[src/rtl/core/socc_pkg.sv]
`default_nettype none
// ----------------------------------------------------------------------------
// socc_pkg
// Shared types, widths and codes of the segment obstacle clearance check.
// ----------------------------------------------------------------------------
package socc_pkg;

    localparam int MAX_OBS   = 16;
    localparam int OBS_IDX_W = 4;
    localparam int CNT_W     = 5;
    localparam int COORD_W   = 14;
    localparam int DIFF_W    = 15;
    localparam int PROD_W    = 30;
    localparam int SQ_W      = 29;
    localparam int CLR_W     = 12;
    localparam int LIM2_W    = 24;
    localparam int ROOT_W    = 30;
    localparam int REACH_W   = 15;
    localparam int REACH2_W  = 30;
    localparam int NUM_W     = 31;
    localparam int NUMSQ_W   = 62;
    localparam int LIMAB_W   = 53;
    localparam int ADDR_W    = 4;
    localparam int DATA_W    = 32;

    typedef enum logic [1:0] {
        ACT_LOAD  = 2'd0,
        ACT_POINT = 2'd1,
        ACT_SEG   = 2'd2,
        ACT_NONE  = 2'd3
    } action_t;

    typedef enum logic [1:0] {
        REG_COUNT = 2'd0,
        REG_ROBOT = 2'd1,
        REG_BALL  = 2'd2,
        REG_SLACK = 2'd3
    } reg_idx_t;

    typedef struct packed {
        logic [CNT_W-1:0] count;
        logic [CLR_W-1:0] robot;
        logic [CLR_W-1:0] ball;
        logic [CLR_W-1:0] slack;
    } cfg_t;

    typedef struct packed {
        logic capture;
        logic setup;
        logic root_init;
        logic root_step;
        logic limit;
        logic fetch;
        logic square;
        logic sum;
        logic numsq;
        logic next;
        logic post_hit;
        logic post;
    } cmd_t;

    typedef struct packed {
        logic is_point;
        logic seg_zero;
        logic root_last;
        logic scan_end;
        logic hit;
    } stat_t;

endpackage
`default_nettype wire

[src/rtl/core/socc_regs.sv]
`default_nettype none
// ----------------------------------------------------------------------------
// socc_regs
// APB configuration registers.
// ----------------------------------------------------------------------------
module socc_regs import socc_pkg::*;
(
    input  wire logic              clk,
    input  wire logic              rst_n,
    input  wire logic              psel,
    input  wire logic              penable,
    input  wire logic              pwrite,
    input  wire logic [ADDR_W-1:0] paddr,
    input  wire logic [DATA_W-1:0] pwdata,
    output logic      [DATA_W-1:0] prdata,
    output logic                   pready,
    output cfg_t                   cfg
);

    cfg_t cfg_reg;
    logic wr;

    assign pready = 1'b1;
    assign wr     = psel && penable && pwrite;
    assign cfg    = cfg_reg;

    always_ff @(posedge clk or negedge rst_n)
    begin
        if (!rst_n)
        begin
            cfg_reg.count <= '0;
            cfg_reg.robot <= CLR_W'(300);
            cfg_reg.ball  <= CLR_W'(100);
            cfg_reg.slack <= CLR_W'(50);
        end
        else if (wr)
        begin
            case (reg_idx_t'(paddr[3:2]))
                REG_COUNT: cfg_reg.count <= pwdata[CNT_W-1:0];
                REG_ROBOT: cfg_reg.robot <= pwdata[CLR_W-1:0];
                REG_BALL:  cfg_reg.ball  <= pwdata[CLR_W-1:0];
                REG_SLACK: cfg_reg.slack <= pwdata[CLR_W-1:0];
                default: ;
            endcase
        end
    end

    always_comb
    begin
        case (reg_idx_t'(paddr[3:2]))
            REG_COUNT: prdata = DATA_W'(cfg_reg.count);
            REG_ROBOT: prdata = DATA_W'(cfg_reg.robot);
            REG_BALL:  prdata = DATA_W'(cfg_reg.ball);
            REG_SLACK: prdata = DATA_W'(cfg_reg.slack);
            default:   prdata = '0;
        endcase
    end

endmodule
`default_nettype wire

[config.mk]
export PLATFORM = sky130hd
export DESIGN_NAME = socc_regs
export DESIGN_NICKNAME = d
export VERILOG_FILES = /design/src/rtl/core/socc_pkg.sv /design/src/rtl/core/socc_regs.sv
export SDC_FILE = /design/constraint.sdc
export NUM_CORES = 1
export LEC_CHECK = 0
export BUFFER_PORTS_ARGS = -buffer_cell sky130_fd_sc_hd__buf_2
export CORE_UTILIZATION = 48
export DETAILED_ROUTE_END_ITERATION = 8
export GPL_TIMING_DRIVEN = 0
export PLACE_DENSITY = 0.89
export SYNTH_ARGS = -nofsm -noshare
export SYNTH_HDL_FRONTEND = slang
export SYNTH_SLANG_ARGS = --single-unit
[constraint.sdc]
create_clock -name clk -period 2.8 [get_ports clk]
set_clock_uncertainty 0.2 [all_clocks]
set_input_delay 0.56 -clock clk [delete_from_list [all_inputs] [get_ports clk]]
set_output_delay 0.56 -clock clk [all_outputs]
set_load 0.01 [all_outputs]
Yosys cells after proc, flatten, opt, wreduce, memory -nomap -nowiden. Index checks and enable logic that the tools add are counted.

Register bits: 41. Input port bits: 41. Output and inout bits: 74. Logic and storage cells: 15.

Equal/unequal tests: 3. Multiplexer cells: 1. Reduce and logical (&&, ||, !) cells: 7.

Operator list (number): $pmux 32 s4 (1); $reduce_and 2->1 (4); $eq 2x2->1 const B (2); $eq 2x1->1 const B (1); $logic_and 1x1->1 (2); $logic_not 2->1 (1).

Longest topological paths before layout.
Word-level depth: 3. Gate-level depth with buffers: 4. Mapped depth without buffers: 3.

Worst setup path before layout. Ideal clock, no wire load.

Path kind: input to output. From: input paddr[2]. To: output prdata[10]. Arrival time: 1372 ps. Data required time: 2040 ps. Path slack: 668 ps. Stages: 4. Path buffers: 2. Cells stage by stage: buf_6 > buf_6 > mux2_2 > a22o_1.

Longest elaborated chain between the ends: 2. Elaborated cells between the ends (all ways): 5. Classes of those cells: eq/ne: 3; mux: 1; reduce/logical: 1.

RTL lines: start, declared (RTL line socc_regs.sv:13) `input wire logic [ADDR_W-1:0] paddr,`; $eq 2x2->1, or another cell as far along (RTL line socc_regs.sv:50) `case (reg_idx_t'(paddr[3:2]))`; $pmux 32 s4 * (RTL line socc_regs.sv:50); end, declared (RTL line socc_regs.sv:15) `output logic [DATA_W-1:0] prdata,`.

Every way passes the cells marked *; elsewhere a longest branch is shown, timed or not. The select of a mux whose other input is x is not followed.

Worst setup path after layout.
From: input paddr[2]. To: output prdata[11].

Same word-level chain as after synthesis.

==> run_results.csv <==
group,metric,value,unit
setup_path,critPathSlowestCell,"mux2_2",
grt,grt_pass1_vias,1266,
place,dpl_cell_area,2587,µm²
setup_path,critPathMaxFanout,10,
place,port_buffers,69,
setup_path,rrSetupSlack,1810,ps
detailed_routing,first_pass_iters,4,
place,globalplace.congestion,0.6642,
clocking,clk_latency,280,ps
floorplan,die_w,68.28,µm
pwr,vdd_drop_max,460.7,µV
floorplan,die_h,68.28,µm
setup_path,slowest_delay,350,ps
layout,fillers,325,
layout,final_area,2689,µm²
place,hpwlAfterDp,3045,µm
setup_path,r2r_start,"cfg[38]",
grt,antenna_found_initial,0,
clocking,cts_setup_buffers,0,
setup_path,start_kind,"primary input",
layout,largest_register_ff_count,41,
layout,area_growth,27.54,%
detailed_routing,routedWlPerCell,14.95,µm
detailed_routing,route.final.wire_length,4247,µm
synth,synth-compound-area-share,0.02908,
setup_path,worstReg2RegEnd,"cfg[38]",
synth,yosys_warnings,0,
clocking,cts_num_sinks,41,
timing,rsz0062_at_grt,"no",
timing,period_needed,2332,ps
floorplan,dieArea,4661,µm²
layout,final_nets,274,
setup_path,critPathArrivalTime,1570,ps
layout,multi_input_area,909.6,µm²
setup_path,crit_chain,"buf_6, buf_6, mux2_2, a22o_1, buf_2",
synth,synth_xor_area_frac,0,
outcome,outcome,"completed",
synth,synth_cell_type_count,18,
timing,slew_violations,0,
detailed_routing,viasPerCell,4.838,
clocking,clockBufferDepth,2,
hold_path,hp-class,"in2async",
timing,slew_headroom,0.3959,
timing,fin_tns_setup,0,ps
setup_path,worst-setup-path-type,"in2out",
setup_path,reg2reg_depth,1,
grt,grt_max_degree,42,
clocking,cts_tree,"built",
detailed_routing,drt_iter0_drc,54,
layout,final_cell_mix,"71 x buf_2, 38 x mux2_2, 31 x dfrtp_1, 21 x buf_4, 21 x conb_1",
pwr,power_leakage,1.393,nW
detailed_routing,ant_nets,0,
synth,synthesis.area,2108,µm²
run,cap_viol_max_count,0,
synth,synth-adder-area-share,0,
timing,period_share,0.8330,
floorplan,ioPinCount,115,
detailed_routing,drc,0,
clocking,path_clk_slew,70,ps
pwr,p_per_area,693.1,nW/µm²
setup_path,end_kind,"output pin",
layout,final-instance-count-excl-fill,284,
synth,avgSynthCellArea,15.28,µm²
floorplan,core_region_area,4115,µm²
floorplan,rows,23,
layout,final_layout_size_suffix_gt1_frac,0.7393,
synth,synth_simple_gate_area_frac,0.03739,
grt,grt_pass1_wl,6341,µm
timing,finalSetupViolCount,0,
grt,grt_overflow_total,0,
synth,netlist_instances,138,
clocking,cts-root-buf,"clkbuf_8",
place,dp.cells,276,
synth,synth_seq_cells,41,
clocking,cts_hold_buf,0,
layout,final_common_cell,"buf_2",
synth,seq_area_frac_synth,0.4926,
synth,synth_top_family_by_area,"multiplexers",
setup_path,critPathRequiredTime,2040,ps
layout,antenna_cells,0,
timing,hold_viol,0,
setup_path,crit_top_cell,"buf_6",
floorplan,initial_core_util,0.5123,
layout,post-route-util,0.6534,
layout,regArea,1039,µm²
timing,worst_pin_slew,906.2,ps
grt,track_usage,0.1933,
clocking,cts_buffers,5,
timing,max_freq,0.4287,GHz
detailed_routing,vias,1374,
clocking,cts_resized,0,
clocking,h-tree-depth,2,
synth,synth.mux.area_fraction,0.3276,
## where the power goes
part           internal (mW)  leakage, nW  switching [mW]  total (mW)
combinational          0.335        0.853           0.257       0.592
clock                  0.223       0.0542           0.189       0.412
sequential             0.756        0.485           0.104       0.860
## critical path: cells and delay by family
family	cells	cell delay [ps]
buffers and inverters	3	470
muxes	1	350
AOI/OAI and AO/OA	1	190
## how the worst max path moves through the flow
stage                     startpoint          to  slack (ps)  depth (start not counted)
after global placement      paddr[2]  prdata[11]         490                          5
after CTS                   paddr[2]   prdata[1]         470                          4
final                       paddr[2]  prdata[11]         470                          5
after global routing        paddr[3]  prdata[11]         370                          5
after detailed placement    paddr[2]   prdata[1]         470                          4
after floorplan             paddr[2]  prdata[10]         670                          4
## area by class of cell
type | instances | area share
Tap cell | 50 | 0.02327
Clock inverter | 1 | 0.001861
Timing Repair Buffer | 69 | 0.1284
Clock buffer | 7 | 0.03583
Buffer | 29 | 0.08609
Multi-Input combinational cell | 87 | 0.3383
Sequential cell | 41 | 0.3862
## kinds of logic (layout without fill, tap and decap cells)
| kind of cell | count (synthesis) | count (layout) |
|---|---|---|
| mux | 53 | 53 |
| flops | 41 | 41 |
| buf+inv | 29 | 106 |
| compound gates | 7 | 7 |
| simple gates | 6 | 6 |
| other cells | 2 | 21 |
## per-layer routing
| layer | GRT usage | routed length, µm |
|---|---|---|
| met5 | 0 | 0 |
| met4 | 0.05469 | 33 |
| met3 | 0.04500 | 207 |
| met2 | 0.3211 | 2158 |
| met1 | 0.2495 | 1847 |
## cells in the mapped netlist (all sizes together)
cell	n	area, µm²
mux2	48	578.1
dfrtp	31	775.7
buf	28	227.7
dfstp	10	262.8
a22o	7	61.31
mux4	5	112.6
conb	2	7.510
and3	1	11.26
and3b	1	12.51
clkbuf	1	3.750
nand3	1	10.01
nand3b	1	20.02
nor2b	1	6.260
nor3b	1	18.77
## metrics by stage
step / hold WS [ps] / worst slack [ps] / total power [mW]
CTS: 225.9 / 472.9 / 1.880
global placement: 308.0 / 489.8 / 1.445
global route: 264.8 / 373.6 / 1.984
detailed placement: 314.8 / 472.6 / 1.467
finish: 203.7 / 467.5 / 1.864
floorplan: 64.41 / 667.7 / 1.218
Power figures use the tool's default switching activity.
