[src/rtl/core/socc_pkg.sv]
`default_nettype none
// ----------------------------------------------------------------------------
// socc_pkg
// Shared types, widths and codes of the segment obstacle clearance check.
// ----------------------------------------------------------------------------
package socc_pkg;

    localparam int MAX_OBS   = 16;
    localparam int OBS_IDX_W = 4;
    localparam int CNT_W     = 5;
    localparam int COORD_W   = 14;
    localparam int DIFF_W    = 15;
    localparam int PROD_W    = 30;
    localparam int SQ_W      = 29;
    localparam int CLR_W     = 12;
    localparam int LIM2_W    = 24;
    localparam int ROOT_W    = 30;
    localparam int REACH_W   = 15;
    localparam int REACH2_W  = 30;
    localparam int NUM_W     = 31;
    localparam int NUMSQ_W   = 62;
    localparam int LIMAB_W   = 53;
    localparam int ADDR_W    = 4;
    localparam int DATA_W    = 32;

    typedef enum logic [1:0] {
        ACT_LOAD  = 2'd0,
        ACT_POINT = 2'd1,
        ACT_SEG   = 2'd2,
        ACT_NONE  = 2'd3
    } action_t;

    typedef enum logic [1:0] {
        REG_COUNT = 2'd0,
        REG_ROBOT = 2'd1,
        REG_BALL  = 2'd2,
        REG_SLACK = 2'd3
    } reg_idx_t;

    typedef struct packed {
        logic [CNT_W-1:0] count;
        logic [CLR_W-1:0] robot;
        logic [CLR_W-1:0] ball;
        logic [CLR_W-1:0] slack;
    } cfg_t;

    typedef struct packed {
        logic capture;
        logic setup;
        logic root_init;
        logic root_step;
        logic limit;
        logic fetch;
        logic square;
        logic sum;
        logic numsq;
        logic next;
        logic post_hit;
        logic post;
    } cmd_t;

    typedef struct packed {
        logic is_point;
        logic seg_zero;
        logic root_last;
        logic scan_end;
        logic hit;
    } stat_t;

endpackage
`default_nettype wire

[src/rtl/core/socc_ctrl.sv]
`default_nettype none
// ----------------------------------------------------------------------------
// socc_ctrl
// Sequencer: setup, square root iterations and obstacle scan steps.
// ----------------------------------------------------------------------------
module socc_ctrl import socc_pkg::*;
(
    input  wire logic    clk,
    input  wire logic    rst_n,
    input  wire logic    in_valid,
    output logic         in_ready,
    input  wire logic [1:0] in_action,
    output logic         out_valid,
    input  wire logic    out_ready,
    input  wire stat_t   stat,
    output cmd_t         cmd
);

    typedef enum logic [10:0] {
        S_IDLE   = 11'b00000000001,
        S_SETUP  = 11'b00000000010,
        S_RINIT  = 11'b00000000100,
        S_ROOT   = 11'b00000001000,
        S_LIMIT  = 11'b00000010000,
        S_FETCH  = 11'b00000100000,
        S_SQUARE = 11'b00001000000,
        S_SUM    = 11'b00010000000,
        S_NUMSQ  = 11'b00100000000,
        S_CHECK  = 11'b01000000000,
        S_DONE   = 11'b10000000000
    } state_t;

    state_t state_reg, state_next;
    logic   out_valid_reg, out_valid_next;
    logic   out_free;

    assign in_ready  = (state_reg == S_IDLE);
    assign out_valid = out_valid_reg;
    assign out_free  = !out_valid_reg || out_ready;

    always_comb
    begin
        state_next     = state_reg;
        out_valid_next = out_valid_reg && !out_ready;
        cmd            = '0;
        case (state_reg)
            S_IDLE:
            begin
                if (in_valid)
                begin
                    cmd.capture = 1'b1;
                    if (in_action inside {ACT_POINT, ACT_SEG})
                        state_next = S_SETUP;
                    else
                        state_next = S_DONE;
                end
            end
            S_SETUP:
            begin
                cmd.setup  = 1'b1;
                state_next = stat.is_point ? S_FETCH : S_RINIT;
            end
            S_RINIT:
            begin
                cmd.root_init = 1'b1;
                state_next    = S_ROOT;
            end
            S_ROOT:
            begin
                cmd.root_step = 1'b1;
                if (stat.root_last)
                    state_next = S_LIMIT;
            end
            S_LIMIT:
            begin
                cmd.limit  = 1'b1;
                state_next = stat.seg_zero ? S_DONE : S_FETCH;
            end
            S_FETCH:
            begin
                if (stat.scan_end)
                    state_next = S_DONE;
                else
                begin
                    cmd.fetch  = 1'b1;
                    state_next = S_SQUARE;
                end
            end
            S_SQUARE:
            begin
                cmd.square = 1'b1;
                state_next = S_SUM;
            end
            S_SUM:
            begin
                cmd.sum    = 1'b1;
                state_next = S_NUMSQ;
            end
            S_NUMSQ:
            begin
                cmd.numsq  = 1'b1;
                state_next = S_CHECK;
            end
            S_CHECK:
            begin
                if (stat.hit)
                begin
                    cmd.post_hit = 1'b1;
                    state_next   = S_DONE;
                end
                else
                begin
                    cmd.next   = 1'b1;
                    state_next = S_FETCH;
                end
            end
            S_DONE:
            begin
                if (out_free)
                begin
                    cmd.post       = 1'b1;
                    out_valid_next = 1'b1;
                    state_next     = S_IDLE;
                end
            end
            default: state_next = S_IDLE;
        endcase
    end

    always_ff @(posedge clk or negedge rst_n)
    begin
        if (!rst_n)
        begin
            state_reg     <= S_IDLE;
            out_valid_reg <= 1'b0;
        end
        else
        begin
            state_reg     <= state_next;
            out_valid_reg <= out_valid_next;
        end
    end

endmodule
`default_nettype wire

[config.mk]
export PLATFORM = sky130hd
export DESIGN_NAME = socc_ctrl
export DESIGN_NICKNAME = d
export VERILOG_FILES = /design/src/rtl/core/socc_pkg.sv /design/src/rtl/core/socc_ctrl.sv
export SDC_FILE = /design/constraint.sdc
export NUM_CORES = 1
export LEC_CHECK = 0
export ABC_AREA = 1
export BUFFER_PORTS_ARGS = -buffer_cell sky130_fd_sc_hd__buf_2
export CORE_MARGIN = 5
export CORE_UTILIZATION = 26
export CTS_CLUSTER_DIAMETER = 30
export CTS_CLUSTER_SIZE = 10
export DETAILED_ROUTE_END_ITERATION = 10
export SETUP_SLACK_MARGIN = 0.5
export SYNTH_ARGS = -nofsm -noshare
export SYNTH_HDL_FRONTEND = slang
export SYNTH_SLANG_ARGS = --single-unit
[constraint.sdc]
create_clock -name clk -period 3.9 [get_ports clk]
set_clock_uncertainty 0.2 [all_clocks]
set_input_delay 0.78 -clock clk [delete_from_list [all_inputs] [get_ports clk]]
set_output_delay 0.78 -clock clk [all_outputs]
set_load 0.01 [all_outputs]
Yosys cells after proc, flatten, opt, wreduce, memory -nomap -nowiden
Cells that the tools add are included.

word-level totals
  bits in registers = 12
  latch bits = 0
  RAM bits = 0
  memory bits (read-only) = 0
  input port bits = 11
  output and inout port bits = 14
  memories kept = 0

operators by class
  add/subtract/negate cells = 0
  multipliers = 0
  div/mod/pow operators = 0
  $lt $le $gt $ge = 0
  equal/unequal tests = 16
  shifts and indexed selects = 0
  muxes and demuxes = 27
  bitwise logic cells = 0
  reductions and logical operators = 6

operators with widths
  cell                                                    count
  case mux 11 bit (11 select lines)                       1
  2-to-1 mux 11 bit                                       7
  2-to-1 mux 1 bit                                        17
  equality test 11 x 1 -> 1 bit (second input constant)   1
  equality test 11 x 10 -> 1 bit (second input constant)  1
  equality test 11 bit (second input constant)            1
  equality test 11 x 2 -> 1 bit (second input constant)   1
  equality test 11 x 3 -> 1 bit (second input constant)   1
  equality test 11 x 4 -> 1 bit (second input constant)   1
  equality test 11 x 5 -> 1 bit (second input constant)   1
  equality test 11 x 6 -> 1 bit (second input constant)   1
  equality test 11 x 7 -> 1 bit (second input constant)   1
  equality test 11 x 8 -> 1 bit (second input constant)   1
  equality test 11 x 9 -> 1 bit (second input constant)   1
  2-to-1 mux 6 bit                                        1
  inequality test 2 bit (second input constant)           3
  AND reduction 3 bit                                     1
  equality test 2 x 1 -> 1 bit (second input constant)    1
  equality test 2 bit (second input constant)             1
  logical NOT 1 bit                                       2
  2-to-1 mux 2 bit                                        1
  nonzero test 2 bit                                      1
  logical AND 1 bit                                       1
  logical OR 1 bit                                        1

Depth between registers and ports, before layout
  depth in word-level cells = 5
  mapped depth = 8
  depth with buffers taken out = 8

Least setup slack after synthesis
Ideal clock, no wire load.

  path type = register -> output
  from = register state_reg[0]
  to = output cmd[11] (netlist name)
  arrival = 1.052 ns
  data required time = 2.920 ns
  path slack = 1.868 ns
  stages on the path, launching flop included = 5
  buffers on the path = 0
  cell sequence = dfstp_2 inv_2 nor3_4 nand2_4 nor2_1

RTL lines
  item                      line              source
  start: declaration        socc_ctrl.sv:33   state_t state_reg, state_next;
  start signal: assignment  socc_ctrl.sv:139  state_reg <= state_next;
  end: declaration          socc_ctrl.sv:16   output cmd_t cmd

==> flow_metrics.tcl <==
set metrics [dict create \
    status "finished clean" \
    die_area_um2 4410 \
    synth_cells 111 \
    drv_slew 0 \
    ios 25 \
    antenna_found_initial 0 \
    path_buf_inv 1 \
    num_vias 746 \
    wire_per_inst_um 10.3 \
    cts_tree "done" \
    clock_path_buffers 2 \
    fin_crit_sh_pct 62.8 \
    final_cells 183 \
    worst_pin_slew_ns 0.287 \
    netlist_area_um2 828 \
    rrSetupSlack_ns 2.29 \
    cp_cell_sequence "nor2_2, nand2_2, nor2_4, nand2_2, nor2_1, buf_2" \
    fin_setup_tns_ns 0 \
    antennaDiodeCount 0 \
    slowest_delay_ns 0.45 \
    end_kind "output pin" \
    hold_viol 0 \
    maxSlewHeadroom_pct 80.9 \
    maxCapViolCount 0 \
    syn-mean-instance-area_um2 7.46 \
    ant_nets 0 \
    port_buffers 24 \
    via_per_inst 4.08 \
    r2r-start "state_reg[1]" \
    cts.reportedPaths.clkPinSlew_ns 0.09 \
    reg2regPathDepth 8 \
    grt_max_degree 13 \
    cp_data_arrival_time_ns 1.47 \
    grt_overflow 0 \
    cts_setup_buffers 0 \
    start_kind "flop" \
    fin_util_pct 34.1 \
    clock_latency_ns 0.28 \
    grt_usage_pct 9.77 \
    largest_reg_flops 11 \
    power_leakage_nw 0.659 \
    rsz0062_at_grt "no" \
    coreArea_um2 3050 \
    die_x_um 66.4 \
    final_common_cell "buf_2" \
    ys_seq_elements 12 \
    drive_gt1_share_pct 34.5 \
    die_h_um 66.4 \
    fin_crit_ns 2.45 \
    ir_drop_mv 0.217 \
    power_w 0.000545 \
    synth_warnings 0 \
    post-place-ws_ns 1.68 \
    setup_viol 0 \
    powerDensity_nw_per_um2 524 \
    slowest_stage "dfrtp_1" \
    syn_to_final_growth_pct 25.5 \
    yosysSeqAreaShare_pct 36.4 \
    cts_buffers 3 \
    drt_first_pass_iters 4 \
    syn_nets 122 \
    layout_common_cells "buf_2, inv_1, nand2_1, nor2_1, dfrtp_1" \
    crit_top_cell "nand2_2" \
    synthDistinctLibCells 21 \
    holdBufCountCts 0 \
    finalWeightedCongestion 0.717 \
    initial_utilization_pct 27.1 \
    worst-path-max-fanout 5 \
    grt_pass1_vias 746 \
    setup_ws_ns 1.45 \
    hp-class "in -> async" \
    cts_max_level 1 \
    numClockSinks 12 \
    grt_pass1_wl_um 3250 \
    path_delay_family "simple AND/OR/NAND/NOR gates" \
    dp_hpwl_um 1610 \
    cp.required_ns 2.92 \
    dpl.cell_count 179 \
    rows 20 \
    worstReg2RegEnd "state_reg[10]" \
    ctsResizeCount 0 \
    root_buffer "clkbuf_4" \
    drtIter0Drc 21 \
    fmax_ghz 0.408 \
    num-fill-cells 363 \
    path_class "reg -> out" \
    drc_errors 0 \
    drt-total-wl_um 1880 \
    finish.net_count 151 \
]
## power by group
group	internal [W]	switching, W
Clock	0.0000567	0.0000437
Combinational	0.000104	0.000172
Sequential	0.000149	0.0000191
Total	0.000310	0.000235
## synthesized netlist by cell type
library cell	n	share of area, %
nand2_4	3	4.1
nand3_2	1	1.2
nand3_1	6	3.6
nor2_8	2	4.8
inv_1	23	10
nand2_2	2	1.5
dfstp_2	1	3.2
xnor2_1	1	1.1
nand2_1	23	10
nor2_1	16	7.3
nor2_4	4	5.4
o221ai_1	1	1.1
nor3_2	1	1.2
nor3_1	5	3.0
nor3_4	1	2.0
dfrtp_1	11	33
nand3b_1	1	0.91
nor2_2	3	2.3
o21ai_1	2	1.2
inv_2	2	0.91
o21ai_0	2	1.2
## how the worst max path moves through the flow
stage / startpoint / end / depth (start not counted) / slack (ns)
6_report: state_reg[1] / cmd[2] / 6 / 1.45
5_1_grt: state_reg[10] / cmd[6] / 6 / 1.29
4_1_cts: state_reg[1] / cmd[2] / 6 / 1.43
3_5_place_dp: out_ready / cmd[0] / 4 / 1.68
3_3_place_gp: out_ready / cmd[0] / 4 / 1.70
2_1_floorplan: state_reg[0] / cmd[11] / 4 / 1.87
## kinds of logic after synthesis
family | after synthesis | synth area share [%]
buf+inv | 25 | 11.3
flops | 12 | 36.4
simple gates | 68 | 47.7
xor+xnor | 1 | 1.06
compound gates | 5 | 3.47
## per-layer routing
layer | wire length (µm) | part of all wire (%) | GRT usage, % | up-vias
li1 | - | - | - | 396
met1 | 981 | 52 | 13.5 | 321
met2 | 751 | 40 | 14.7 | 27
met3 | 140 | 7.5 | 2.38 | 2
met4 | 4 | 0.21 | 3.05 | 0
met5 | 0 | 0 | 0 | -
## cell type report
| class | instances | area, µm² | area share [%] |
|---|---|---|---|
| Inverter | 25 | 93.8 | 9.03 |
| Tap cell | 44 | 55.1 | 5.29 |
| Timing Repair Buffer | 24 | 120 | 11.6 |
| Sequential cell | 12 | 302 | 29.0 |
| Multi-Input combinational cell | 74 | 433 | 41.6 |
| Clock buffer | 4 | 36.3 | 3.49 |
## per-stage QoR
step                instance area (µm²)  hold WS [ns]
detailed placement                 1000         0.349
CTS                                1040         0.174
global route                       1040         0.190
floorplan                           828         0.284
finish                             1040         0.165
global placement                   1000         0.352
## worst reg2reg max path, cell delays in order (launching register included)
cell and delay (ns):
dfrtp_1 0.45, inv_1 0.08, nand2_1 0.07, nor3_1 0.22, nand3b_1 0.14, nand2_1 0.12, nor2_1 0.06, o21ai_1 0.10
nand2_1 0.07
Power figures use the tool's default switching activity.
